$ cat src/hw/rtl/assert_macros.svh
// Assertion macros for the RTL files (used by lpu_ctrl).
// Needs signals clk and arst_n in the scope of each use.
`ifndef ASSERT_MACROS_SVH
`define ASSERT_MACROS_SVH
// same-cycle implication
`define LPU_ASSERT_IMP(lbl, ante, cons) \
	lbl: assert property (@(posedge clk) disable iff (!arst_n) (ante) |-> (cons)) \
		else $error("assertion failed");
// next-cycle implication
`define LPU_ASSERT_NXT(lbl, ante, cons) \
	lbl: assert property (@(posedge clk) disable iff (!arst_n) (ante) |=> (cons)) \
		else $error("assertion failed");
`endif

$ cat src/hw/rtl/lpu_pkg.sv
// Types, constants, fixed-point helpers and micro-program for the undistort block.
// No dependencies.
package lpu_pkg;
	localparam int FRAC_BITS = 24;
	localparam int QW = 32;
	localparam int WW = 66;
	localparam int LIM_W = 41;
	localparam int DVW = QW + FRAC_BITS;
	localparam int CNT_W = $clog2(DVW);
	localparam int PC_W = 7;
	localparam int RAM_D = 32;
	localparam int RAM_AW = $clog2(RAM_D);

	localparam logic [2:0] CFG_K1 = 3'd0;
	localparam logic [2:0] CFG_K2 = 3'd1;
	localparam logic [2:0] CFG_P1 = 3'd2;
	localparam logic [2:0] CFG_P2 = 3'd3;
	localparam logic [2:0] CFG_LIM = 3'd4;
	localparam logic [2:0] CFG_ITER = 3'd5;

	localparam logic [3:0] OP_MUL = 4'd0;
	localparam logic [3:0] OP_ADD = 4'd1;
	localparam logic [3:0] OP_SUB = 4'd2;
	localparam logic [3:0] OP_SCL2 = 4'd3;
	localparam logic [3:0] OP_SCL4 = 4'd4;
	localparam logic [3:0] OP_SCL6 = 4'd5;
	localparam logic [3:0] OP_ASET = 4'd6;
	localparam logic [3:0] OP_AADD = 4'd7;
	localparam logic [3:0] OP_ASUB = 4'd8;
	localparam logic [3:0] OP_NAR = 4'd9;
	localparam logic [3:0] OP_DET = 4'd10;
	localparam logic [3:0] OP_CONV = 4'd11;
	localparam logic [3:0] OP_DIV = 4'd12;

	// operand codes: scratch memory below 32, fixed registers from 32 up
	localparam logic [5:0] R_X2 = 6'd0;
	localparam logic [5:0] R_Y2 = 6'd1;
	localparam logic [5:0] R_XY = 6'd2;
	localparam logic [5:0] R_R2 = 6'd3;
	localparam logic [5:0] R_RAD = 6'd4;
	localparam logic [5:0] R_T = 6'd5;
	localparam logic [5:0] R_T2 = 6'd6;
	localparam logic [5:0] R_OFFX = 6'd7;
	localparam logic [5:0] R_OFFY = 6'd8;
	localparam logic [5:0] R_KR2 = 6'd9;
	localparam logic [5:0] R_A = 6'd10;
	localparam logic [5:0] R_B = 6'd11;
	localparam logic [5:0] R_D = 6'd12;
	localparam logic [5:0] R_EX = 6'd13;
	localparam logic [5:0] R_EY = 6'd14;
	localparam logic [5:0] R_NX = 6'd15;
	localparam logic [5:0] R_NY = 6'd16;
	localparam logic [5:0] R_DET = 6'd17;
	localparam logic [5:0] C_ONE = 6'd32;
	localparam logic [5:0] C_K1 = 6'd33;
	localparam logic [5:0] C_K2 = 6'd34;
	localparam logic [5:0] C_P1 = 6'd35;
	localparam logic [5:0] C_P2 = 6'd36;
	localparam logic [5:0] C_DX = 6'd37;
	localparam logic [5:0] C_DY = 6'd38;
	localparam logic [5:0] C_X = 6'd39;
	localparam logic [5:0] C_Y = 6'd40;

	localparam logic [1:0] PH_IDLE = 2'd0;
	localparam logic [1:0] PH_OPS = 2'd1;
	localparam logic [1:0] PH_EXE = 2'd2;
	localparam logic [1:0] PH_WB = 2'd3;

	localparam logic [PC_W-1:0] PC_CHKDET = PC_W'(72);
	localparam logic [PC_W-1:0] PC_LAST = PC_W'(81);

	typedef struct packed {
		logic [3:0] op;
		logic [5:0] a;
		logic [5:0] b;
		logic [5:0] dst;
	} uop_t;

	typedef struct packed {
		logic [1:0] ph;
		logic load;
		uop_t uop;
	} cmd_t;

	typedef struct packed {
		logic div_done;
		logic det_zero;
		logic conv;
	} stat_t;

	localparam logic signed [WW-1:0] SMAX = WW'(64'sd2147483647);
	localparam logic signed [WW-1:0] SMIN = -WW'(64'sd2147483648);
	localparam logic signed [WW-1:0] RND = WW'(1) << (FRAC_BITS - 1);

	function automatic logic [QW-1:0] sat(input logic signed [WW-1:0] v);
		logic [QW-1:0] r;
		if (v > SMAX) r = SMAX[QW-1:0];
		else if (v < SMIN) r = SMIN[QW-1:0];
		else r = v[QW-1:0];
		return r;
	endfunction

	function automatic logic [QW-1:0] narrow(input logic signed [WW-1:0] w);
		logic signed [WW-1:0] t;
		t = (w + RND) >>> FRAC_BITS;
		return sat(t);
	endfunction

	function automatic uop_t u(input logic [3:0] op, input logic [5:0] a,
		input logic [5:0] b, input logic [5:0] d);
		uop_t r;
		r.op = op; r.a = a; r.b = b; r.dst = d;
		return r;
	endfunction

	function automatic uop_t rom(input logic [PC_W-1:0] pc);
		uop_t r;
		case (pc)
			7'd0: r = u(OP_MUL, C_X, C_X, R_X2);
			7'd1: r = u(OP_MUL, C_Y, C_Y, R_Y2);
			7'd2: r = u(OP_MUL, C_X, C_Y, R_XY);
			7'd3: r = u(OP_ADD, R_X2, R_Y2, R_R2);
			7'd4: r = u(OP_MUL, C_K1, R_R2, R_T);
			7'd5: r = u(OP_MUL, R_R2, R_R2, R_T2);
			7'd6: r = u(OP_MUL, C_K2, R_T2, R_T2);
			7'd7: r = u(OP_ADD, R_T, R_T2, R_RAD);
			7'd8: r = u(OP_MUL, C_X, R_RAD, R_T);
			7'd9: r = u(OP_MUL, C_P1, R_XY, R_T2);
			7'd10: r = u(OP_SCL2, R_T2, R_T2, R_T2);
			7'd11: r = u(OP_ADD, R_T, R_T2, R_T);
			7'd12: r = u(OP_SCL2, R_X2, R_X2, R_T2);
			7'd13: r = u(OP_ADD, R_R2, R_T2, R_T2);
			7'd14: r = u(OP_MUL, C_P2, R_T2, R_T2);
			7'd15: r = u(OP_ADD, R_T, R_T2, R_OFFX);
			7'd16: r = u(OP_MUL, C_Y, R_RAD, R_T);
			7'd17: r = u(OP_MUL, C_P2, R_XY, R_T2);
			7'd18: r = u(OP_SCL2, R_T2, R_T2, R_T2);
			7'd19: r = u(OP_ADD, R_T, R_T2, R_T);
			7'd20: r = u(OP_SCL2, R_Y2, R_Y2, R_T2);
			7'd21: r = u(OP_ADD, R_R2, R_T2, R_T2);
			7'd22: r = u(OP_MUL, C_P1, R_T2, R_T2);
			7'd23: r = u(OP_ADD, R_T, R_T2, R_OFFY);
			7'd24: r = u(OP_MUL, C_K2, R_R2, R_KR2);
			7'd25: r = u(OP_ADD, C_ONE, R_RAD, R_A);
			7'd26: r = u(OP_MUL, C_K1, R_X2, R_T);
			7'd27: r = u(OP_SCL2, R_T, R_T, R_T);
			7'd28: r = u(OP_ADD, R_A, R_T, R_A);
			7'd29: r = u(OP_MUL, R_KR2, R_X2, R_T);
			7'd30: r = u(OP_SCL4, R_T, R_T, R_T);
			7'd31: r = u(OP_ADD, R_A, R_T, R_A);
			7'd32: r = u(OP_MUL, C_P1, C_Y, R_T);
			7'd33: r = u(OP_SCL2, R_T, R_T, R_T);
			7'd34: r = u(OP_ADD, R_A, R_T, R_A);
			7'd35: r = u(OP_MUL, C_P2, C_X, R_T);
			7'd36: r = u(OP_SCL6, R_T, R_T, R_T);
			7'd37: r = u(OP_ADD, R_A, R_T, R_A);
			7'd38: r = u(OP_MUL, C_K1, R_XY, R_B);
			7'd39: r = u(OP_SCL2, R_B, R_B, R_B);
			7'd40: r = u(OP_MUL, R_KR2, R_XY, R_T);
			7'd41: r = u(OP_SCL4, R_T, R_T, R_T);
			7'd42: r = u(OP_ADD, R_B, R_T, R_B);
			7'd43: r = u(OP_MUL, C_P1, C_X, R_T);
			7'd44: r = u(OP_SCL2, R_T, R_T, R_T);
			7'd45: r = u(OP_ADD, R_B, R_T, R_B);
			7'd46: r = u(OP_MUL, C_P2, C_Y, R_T);
			7'd47: r = u(OP_SCL2, R_T, R_T, R_T);
			7'd48: r = u(OP_ADD, R_B, R_T, R_B);
			7'd49: r = u(OP_ADD, C_ONE, R_RAD, R_D);
			7'd50: r = u(OP_MUL, C_K1, R_Y2, R_T);
			7'd51: r = u(OP_SCL2, R_T, R_T, R_T);
			7'd52: r = u(OP_ADD, R_D, R_T, R_D);
			7'd53: r = u(OP_MUL, R_KR2, R_Y2, R_T);
			7'd54: r = u(OP_SCL4, R_T, R_T, R_T);
			7'd55: r = u(OP_ADD, R_D, R_T, R_D);
			7'd56: r = u(OP_MUL, C_P1, C_Y, R_T);
			7'd57: r = u(OP_SCL6, R_T, R_T, R_T);
			7'd58: r = u(OP_ADD, R_D, R_T, R_D);
			7'd59: r = u(OP_MUL, C_P2, C_X, R_T);
			7'd60: r = u(OP_SCL2, R_T, R_T, R_T);
			7'd61: r = u(OP_ADD, R_D, R_T, R_D);
			7'd62: r = u(OP_SUB, C_DX, C_X, R_EX);
			7'd63: r = u(OP_SUB, R_EX, R_OFFX, R_EX);
			7'd64: r = u(OP_SUB, C_DY, C_Y, R_EY);
			7'd65: r = u(OP_SUB, R_EY, R_OFFY, R_EY);
			7'd66: r = u(OP_ASET, R_EX, R_EX, R_T);
			7'd67: r = u(OP_AADD, R_EY, R_EY, R_T);
			7'd68: r = u(OP_CONV, R_T, R_T, R_T);
			7'd69: r = u(OP_ASET, R_A, R_D, R_T);
			7'd70: r = u(OP_ASUB, R_B, R_B, R_T);
			7'd71: r = u(OP_DET, R_T, R_T, R_DET);
			7'd72: r = u(OP_ASET, R_D, R_EX, R_T);
			7'd73: r = u(OP_ASUB, R_B, R_EY, R_T);
			7'd74: r = u(OP_NAR, R_T, R_T, R_NX);
			7'd75: r = u(OP_ASET, R_A, R_EY, R_T);
			7'd76: r = u(OP_ASUB, R_B, R_EX, R_T);
			7'd77: r = u(OP_NAR, R_T, R_T, R_NY);
			7'd78: r = u(OP_DIV, R_NX, R_DET, R_T);
			7'd79: r = u(OP_ADD, C_X, R_T, C_X);
			7'd80: r = u(OP_DIV, R_NY, R_DET, R_T);
			7'd81: r = u(OP_ADD, C_Y, R_T, C_Y);
			default: r = u(OP_CONV, R_T, R_T, R_T);
		endcase
		return r;
	endfunction
endpackage

$ cat src/hw/rtl/lpu_ctrl.sv
// Controller: steps the micro-program, counts iterations, decides when to stop.
// Depends on lpu_pkg and assert_macros.svh.
`include "assert_macros.svh"
module lpu_ctrl (
	input logic clk,
	input logic arst_n,
	input logic start,
	output logic busy,
	output logic done,
	output logic singular,
	output logic [7:0] steps_used,
	input logic cfg_we,
	input logic [2:0] cfg_index,
	input logic [7:0] cfg_data,
	input lpu_pkg::stat_t stat,
	output lpu_pkg::cmd_t cmd
);
	import lpu_pkg::*;

	localparam logic [2:0] S_IDLE = 3'd0;
	localparam logic [2:0] S_RD = 3'd1;
	localparam logic [2:0] S_OPS = 3'd2;
	localparam logic [2:0] S_EXE = 3'd3;
	localparam logic [2:0] S_DWAIT = 3'd4;
	localparam logic [2:0] S_DWB = 3'd5;
	localparam logic [2:0] S_FIN = 3'd6;

	logic [2:0] state_q;
	logic [PC_W-1:0] pc_q;
	logic [7:0] steps_q, iter_q, lim;
	logic sing_q, step_end, accept;
	uop_t uop;

	assign uop = rom(pc_q);
	assign lim = (iter_q == '0) ? 8'd1 : iter_q;
	assign accept = start && (state_q == S_IDLE);
	assign step_end = (state_q == S_DWB) || (state_q == S_EXE && uop.op != OP_DIV);

	always_ff @(posedge clk or negedge arst_n) begin
		if (!arst_n) begin
			state_q <= S_IDLE;
			pc_q <= '0;
			steps_q <= '0;
			iter_q <= 8'd20;
			sing_q <= 1'b0;
		end else begin
			if (cfg_we && cfg_index == CFG_ITER) iter_q <= cfg_data;
			case (state_q)
				S_IDLE: begin
					if (accept) begin
						state_q <= S_RD;
						pc_q <= '0;
						steps_q <= 8'd1;
						sing_q <= 1'b0;
					end
				end
				S_RD: begin
					if (pc_q == PC_CHKDET && stat.det_zero) begin
						sing_q <= 1'b1;
						state_q <= S_FIN;
					end else begin
						state_q <= S_OPS;
					end
				end
				S_OPS: state_q <= S_EXE;
				S_EXE: if (uop.op == OP_DIV) state_q <= S_DWAIT;
				S_DWAIT: if (stat.div_done) state_q <= S_DWB;
				S_FIN: state_q <= S_IDLE;
				default: ;
			endcase
			if (step_end) begin
				if (pc_q != PC_LAST) begin
					pc_q <= pc_q + 1'b1;
					state_q <= S_RD;
				end else if (stat.conv || steps_q == lim) begin
					state_q <= S_FIN;
				end else begin
					pc_q <= '0;
					steps_q <= steps_q + 1'b1;
					state_q <= S_RD;
				end
			end
		end
	end

	always_comb begin
		cmd.uop = uop;
		cmd.load = accept;
		case (state_q)
			S_OPS: cmd.ph = PH_OPS;
			S_EXE: cmd.ph = PH_EXE;
			S_DWB: cmd.ph = PH_WB;
			default: cmd.ph = PH_IDLE;
		endcase
	end

	assign busy = state_q != S_IDLE;
	assign done = state_q == S_FIN;
	assign singular = sing_q;
	assign steps_used = steps_q;

	`LPU_ASSERT_NXT(a_accept_busy, accept, busy && !done)
	`LPU_ASSERT_NXT(a_done_idle, done, !busy)
	`LPU_ASSERT_IMP(a_steps_range, done, steps_used != 8'd0 && steps_used <= lim)
	`LPU_ASSERT_IMP(a_wait_div, state_q == S_DWAIT, pc_q == PC_W'(78) || pc_q == PC_W'(80))
endmodule

$ cat config.mk
export PLATFORM = sky130hd
export DESIGN_NAME = lpu_ctrl
export DESIGN_NICKNAME = d
export VERILOG_FILES = /design/src/hw/rtl/lpu_pkg.sv /design/src/hw/rtl/lpu_ctrl.sv
export VERILOG_INCLUDE_DIRS = /design/src /design/src/hw/rtl
export SDC_FILE = /design/constraint.sdc
export NUM_CORES = 1
export LEC_CHECK = 0
export ABC_AREA = 1
export BUFFER_PORTS_ARGS = -buffer_cell sky130_fd_sc_hd__buf_2
export CAP_MARGIN = 20
export CORE_MARGIN = 1.5
export CORE_UTILIZATION = 35
export DETAILED_ROUTE_END_ITERATION = 6
export SLEW_MARGIN = 20
export SYNTH_ARGS = -nofsm -noshare
export SYNTH_HDL_FRONTEND = slang
export SYNTH_SLANG_ARGS = --single-unit
$ cat constraint.sdc
create_clock -name clk -period 2.2 [get_ports clk]
set_input_delay 0.33 -clock clk [delete_from_list [all_inputs] [get_ports clk]]
set_output_delay 0.33 -clock clk [all_outputs]
set_load 0.01 [all_outputs]
==> impl_metrics.json, run 1 <==
{
  "worstPathRequired_ps": 1870,
  "maxSlewViolCount": 0,
  "syn-cell-area_sq_um": 3630,
  "setup_violations": 37,
  "drtIter0Drc": 368,
  "gr-usage-met3_pct": 4.12,
  "grt_use_total_pct": 31.2,
  "slowest_stage": "dfrtp_2",
  "ys_ff_latch": 27,
  "synth_flop_cell": "dfrtp_1",
  "place_hpwl_microns": 13300,
  "layout_setup_ws_ps": -282,
  "yosys_warnings": 0,
  "async_flop_share_pct": 100,
  "cts_max_level": 1,
  "clk_pin_slew_ps": 90,
  "yosys.cell_types.count": 49,
  "vias": 4937,
  "postRouteAntennaNets": 0,
  "initial_core_util_pct": 35.7,
  "drive_gt1_share_pct": 44.4,
  "synth-edff-count": 0,
  "grt_setup_unrepaired": "yes",
  "hold_viol_final": 0,
  "root_buffer": "clkbuf_8",
  "crit_start": "pc_q[0]",
  "path_common_cell": "nand2_1",
  "finClkSkew_ps": 4.62,
  "diodes": 0,
  "max_slew_margin_pct": 58.0,
  "grt_pass1_vias": 4852,
  "status": "complete, but fails checks",
  "final_cell_mix": "nand2_1 (158), buf_4 (112), buf_2 (51)",
  "cts_tree": "built",
  "p_leak_nw": 2.86,
  "r2r_start": "pc_q[0]",
  "clock-sinks": 27,
  "worst-setup-path-type": "reg -> out",
  "core_area_sq_um": 10200,
  "routabilityCongestion": 1.00,
  "die_area_sq_um": 11000,
  "grt_pass1_wl_microns": 26600,
  "antenna_found_initial": 0,
  "min_path_type": "in -> async",
  "max_stage_delay_ps": 420,
  "layout_commonest_cell": "nand2_1",
  "drt_wl_total_microns": 17300,
  "period_share_pct": 113,
  "via_per_inst": 5.45,
  "vdd_drop_max_uv": 584,
  "crit_arrival_ps": 2150,
  "ios": 54,
  "die_h_microns": 105,
  "fp.dieW_microns": 105,
  "max_cap_violations": 0,
  "firstDrtPassIters": 5,
  "fmax_mhz": 403,
  "tightest_slew_ps": 630,
  "clk_path_buf_depth": 2,
  "synth_cells": 604,
  "crit_fanout": 4,
  "ctsHoldBuffers": 0,
  "preCtsSetupSlack_ps": -278,
  "grt-busiest-layer": "met2",
  "period_needed_ps": 2480,
  "nets": 802,
  "endpoint_kind": "output port",
  "grt_max_degree": 28,
  "startpoint_type": "flop",
  "grtUsageMet1_pct": 36.8,
  "seq_area_frac_synth_pct": 18.7,
  "violations": "setup timing",
  "io_buffers": 53,
  "path_cells": "inv_4 > buf_6 > ha_4 > nor2_1 > buf_4 > nand2_1 > nand4_1 > o211ai_1 > nand2_1 > o21ai_1 > buf_2",
  "areaGrowthSynthToFinish_pct": 55.0,
  "num_rows": 37,
  "clk_latency_ps": 280,
  "cts_buffers": 3,
  "globalRouteOverflowTotal": 0,
  "power_density_nw_per_um2": 1650,
  "post_drt_wl_per_cell_microns": 19.0,
  "drc_errors": 0,
  "grt_use_met2_pct": 52.3,
  "fin_total_pwr_mw": 9.31,
  "avgSynthCellArea_sq_um": 6.01,
  "synth_fp_nets": 635
}
==> worst max-delay path: cells and delay by family, from the launching register on <==
| kind | cells | cell delay [ps] |
|---|---|---|
| fa+ha+maj | 1 | 170 |
| buf+inv | 4 | 510 |
| compound gates | 2 | 190 |
| simple gates | 4 | 580 |
| flops | 1 | 420 |
==> power by group <==
group	leakage [nW]	internal, mW	switching (mW)
sequential	0.341	0.631	0.152
combinational	2.50	3.57	4.66
clock	0.0255	0.127	0.161
==> worst paths after layout <==
check / to / slack [ps] / depth (start not counted)
max: cmd[7] / -280 / 11
min: iter_q[6] / 50 / 1
max reg2reg: pc_q[0] / -90 / 17
min reg2reg: singular / 530 / 2
max in group asynchronous: pc_q[4] / 1690 / 1
min in group clk: iter_q[4] / 270 / 2
==> synth_stat cells, types with 3 or more instances <==
library cell / instances / share of area [%]
a21oi_1: 34 / 4.7
a31oi_1: 8 / 1.4
buf_2: 7 / 0.96
buf_4: 6 / 1.2
buf_6: 5 / 1.6
clkbuf_1: 6 / 0.62
dfrtp_1: 25 / 17
ha_1: 13 / 4.5
inv_1: 58 / 6.0
inv_2: 8 / 0.83
mux2_2: 6 / 1.9
nand2_1: 185 / 19
nand2_2: 7 / 1.2
nand3_1: 55 / 7.6
nand3_2: 6 / 1.7
nand4_1: 4 / 0.69
nor2_1: 51 / 5.3
nor2_2: 7 / 1.2
nor3_1: 9 / 1.2
o211ai_1: 7 / 1.4
o21ai_0: 37 / 5.1
o21ai_1: 3 / 0.41
o22ai_1: 3 / 0.52
o311ai_0: 4 / 0.96
o31ai_1: 3 / 0.62
or2_2: 3 / 0.52
xnor2_1: 4 / 0.96
xor2_1: 11 / 2.7
==> sequential cells by signal (all words and copies together) (netlist names) <==
name	cells
state_q	3
steps_used	8
pc_q	7
iter_q	8
singular	1
==> metrics by stage <==
stage	instance area, sq um	utilization (%)	setup TNS (ps)	hold WS, ps	instances
2_1_floorplan	3630	-	0	34.4	604
3_3_place_gp	4820	47.3	-6590	384	883
3_5_place_dp	4820	47.3	-5680	387	883
4_1_cts	5310	52.2	-3060	74.1	897
5_1_grt	5630	55.3	-8170	113	906
6_report	5630	55.3	-4410	54.5	906
==> routing by layer <==
metal  vias up  routed length (microns)
met5         -                        0
met4         0                     1260
met1      2281                     6610
met2       240                     8210
met3        79                     1170
li1       2337                        -
==> layout make-up <==
type | instances | area (sq um)
flip-flops and latches | 27 | 681
multi-input cells | 484 | 3040
clock buffers | 3 | 41.3
fillers | 1058 | 4560
clock inverters | 1 | 5.00
well taps | 136 | 170
inverters | 69 | 280
repair buffers | 186 | 1410
==> timing repair <==
item	CTS	global route
setup buffers	12	9
cloned	0	1
resized for setup	110	66
pin swaps	15	16
endpoints found under the setup margin	39	39
==> cell families (layout without fill, tap and decap cells) <==
family	count (synthesis)	in the layout	synth area share, %
buffers and inverters	94	259	11.7
AND/OR/NAND/NOR	333	334	40.5
multiplexers	6	6	1.86
adder cells (fa/ha/maj)	13	13	4.48
AO/OA/AOI/OAI	116	116	19.1
flip-flops	27	27	18.7
XOR/XNOR	15	15	3.62
No activity file was read; power rests on OpenSTA's default activity.
==> run 2, diff against run 1 <==
--- a/config.mk
+++ b/config.mk
@@ -11,7 +11,9 @@
 export CAP_MARGIN = 20
 export CORE_MARGIN = 1.5
 export CORE_UTILIZATION = 35
+export CTS_BUF_LIST = sky130_fd_sc_hd__clkbuf_16
 export DETAILED_ROUTE_END_ITERATION = 6
+export SETUP_SLACK_MARGIN = 0.1
 export SLEW_MARGIN = 20
 export SYNTH_ARGS = -nofsm -noshare
 export SYNTH_HDL_FRONTEND = slang
==> run 2 against run 1 <==
Against the previous run: via count rose by 0.87%; global-route usage is 1.3 points lower; clock skew grew 4.3 ps; critical path depth down 1; setup slack worse by 130 ps; critical endpoint is now cmd[0]; the run still ends with setup timing left; sequential power is 3.1% higher.
==> impl_metrics.json, run 2 (synthesis gave the netlist of run 1 again) <==
{
  "fin_cells": 914,
  "layout_commonest_cell": "nand2_1",
  "worst-setup-path-type": "reg -> out",
  "cts_buffers": 3,
  "ctsHoldBuffers": 0,
  "status": "complete, but fails checks",
  "max_cap_violations": 0,
  "vias": 4980,
  "clk_path_buf_depth": 2,
  "fin_total_pwr_mw": 10.1,
  "ios": 54,
  "hold_viol_final": 0,
  "maxSlewViolCount": 0,
  "io_buffers": 53,
  "grt_pass1_wl_microns": 25800,
  "fmax_mhz": 383,
  "max_slew_margin_pct": 58.0,
  "grt_setup_unrepaired": "yes",
  "path_cells": "clkinvlp_4 > ha_4 > nor2_4 > buf_6 > nor2_4 > a21boi_2 > o21ai_1 > nor3_1 > a21oi_1 > buf_2",
  "tightest_slew_ps": 630,
  "firstDrtPassIters": 5,
  "routabilityCongestion": 1.06,
  "antenna_found_initial": 0,
  "crit_fanout": 6,
  "die_area_sq_um": 11000,
  "num_rows": 37,
  "layout_setup_ws_ps": -412,
  "place_hpwl_microns": 13000,
  "fin_area_sq_um": 5810,
  "root_buffer": "clkbuf_16",
  "vdd_drop_max_uv": 820,
  "clk_pin_slew_ps": 80,
  "period_needed_ps": 2610,
  "crit_arrival_ps": 2280,
  "clock-sinks": 27,
  "path_common_cell": "nor2_4",
  "dp_cells": 893,
  "worstPathRequired_ps": 1870,
  "reg_top3": "iter_q (8), steps_used (8), pc_q (7)",
  "globalRouteOverflowTotal": 0,
  "endpoint_kind": "output port",
  "preCtsSetupSlack_ps": -308,
  "power_density_nw_per_um2": 1740,
  "max_stage_delay_ps": 420,
  "nets": 810,
  "fp.dieW_microns": 105,
  "grt_pass1_vias": 4729,
  "slowest_stage": "dfrtp_2",
  "startpoint_type": "flop",
  "final_cell_mix": "nand2_1 (148), buf_4 (111), buf_2 (49)",
  "violations": "setup timing",
  "holdWs_ps": 80.4,
  "p_leak_nw": 2.93,
  "placed_area_sq_um": 4860,
  "period_share_pct": 119,
  "post-route-util_pct": 57.0,
  "drive_gt1_share_pct": 47.3,
  "setup_violations": 38,
  "postRouteAntennaNets": 0,
  "grt_use_total_pct": 29.9,
  "die_h_microns": 105,
  "cts_tree": "built",
  "grt_max_degree": 28,
  "clk_latency_ps": 270,
  "finClkSkew_ps": 8.93,
  "reg2reg_slack_ps": -370,
  "initial_core_util_pct": 35.7,
  "core_area_sq_um": 10200,
  "r2r_cells": 16,
  "drc_errors": 0,
  "drt_wl_total_microns": 16500,
  "post_drt_wl_per_cell_microns": 18.1,
  "r2r-end": "steps_used[0]",
  "cts_max_level": 1,
  "min_path_type": "in -> async",
  "diodes": 0,
  "drtIter0Drc": 389,
  "finalSetupTns_ps": -11400,
  "r2r_start": "pc_q[0]",
  "areaGrowthSynthToFinish_pct": 59.8,
  "via_per_inst": 5.45
}
## run 2: changes by cell type in the layout (fill, tap and decap cells not counted), sizes merged
cell and change:
clkinv -1, buf +7, inv +1, clkinvlp +1
## run 2: per-layer routing
metal,track usage (%),vias up,share of wire (%)
li1,-,2360,-
met1,42.1,2337,43
met2,46.5,232,45
met3,3.87,51,8.1
met4,10.6,0,4.2
met5,0,-,0
## run 2: cell type report
cell class	count	area (sq um)
multi-input combinational	484	3130
clock buffer	3	75.1
timing repair inverter	1	6.26
clock inverter	1	8.76
tap	136	170
timing repair buffer	193	1460
inverter	69	280
fill	1007	4380
sequential	27	681
## run 2: what timing repair did
item | 4_1_cts | 5_1_grt
endpoints found under the setup margin | 40 | 40
gates cloned | 2 | 0
resized for setup | 132 | 77
buffers inserted | 12 | 5
pin swaps | 38 | 28
## run 2: worst max-delay path by stage
| stage | start | to | slack (ps) | depth (start not counted) |
|---|---|---|---|---|
| global route | pc_q[0] | cmd[13] | -500 | 10 |
| CTS | pc_q[0] | cmd[6] | -370 | 10 |
| floorplan | pc_q[0] | pc_q[5] | 120 | 13 |
| detailed placement | pc_q[0] | pc_q[1] | -310 | 13 |
| global placement | pc_q[0] | pc_q[6] | -310 | 13 |
| finish | pc_q[0] | cmd[0] | -410 | 10 |
## run 2: worst max-delay path, delay by kind of cell (launching register included)
family          cells  cell delay (ps)
fa+ha+maj           1              370
flops               1              420
compound gates      3              250
buf+inv             3              520
simple gates        3              450
## run 2: report_power, final
part | switching [mW] | internal (mW)
clock network | 0.188 | 0.252
registers | 0.174 | 0.633
logic | 5.03 | 3.84
total | 5.39 | 4.73
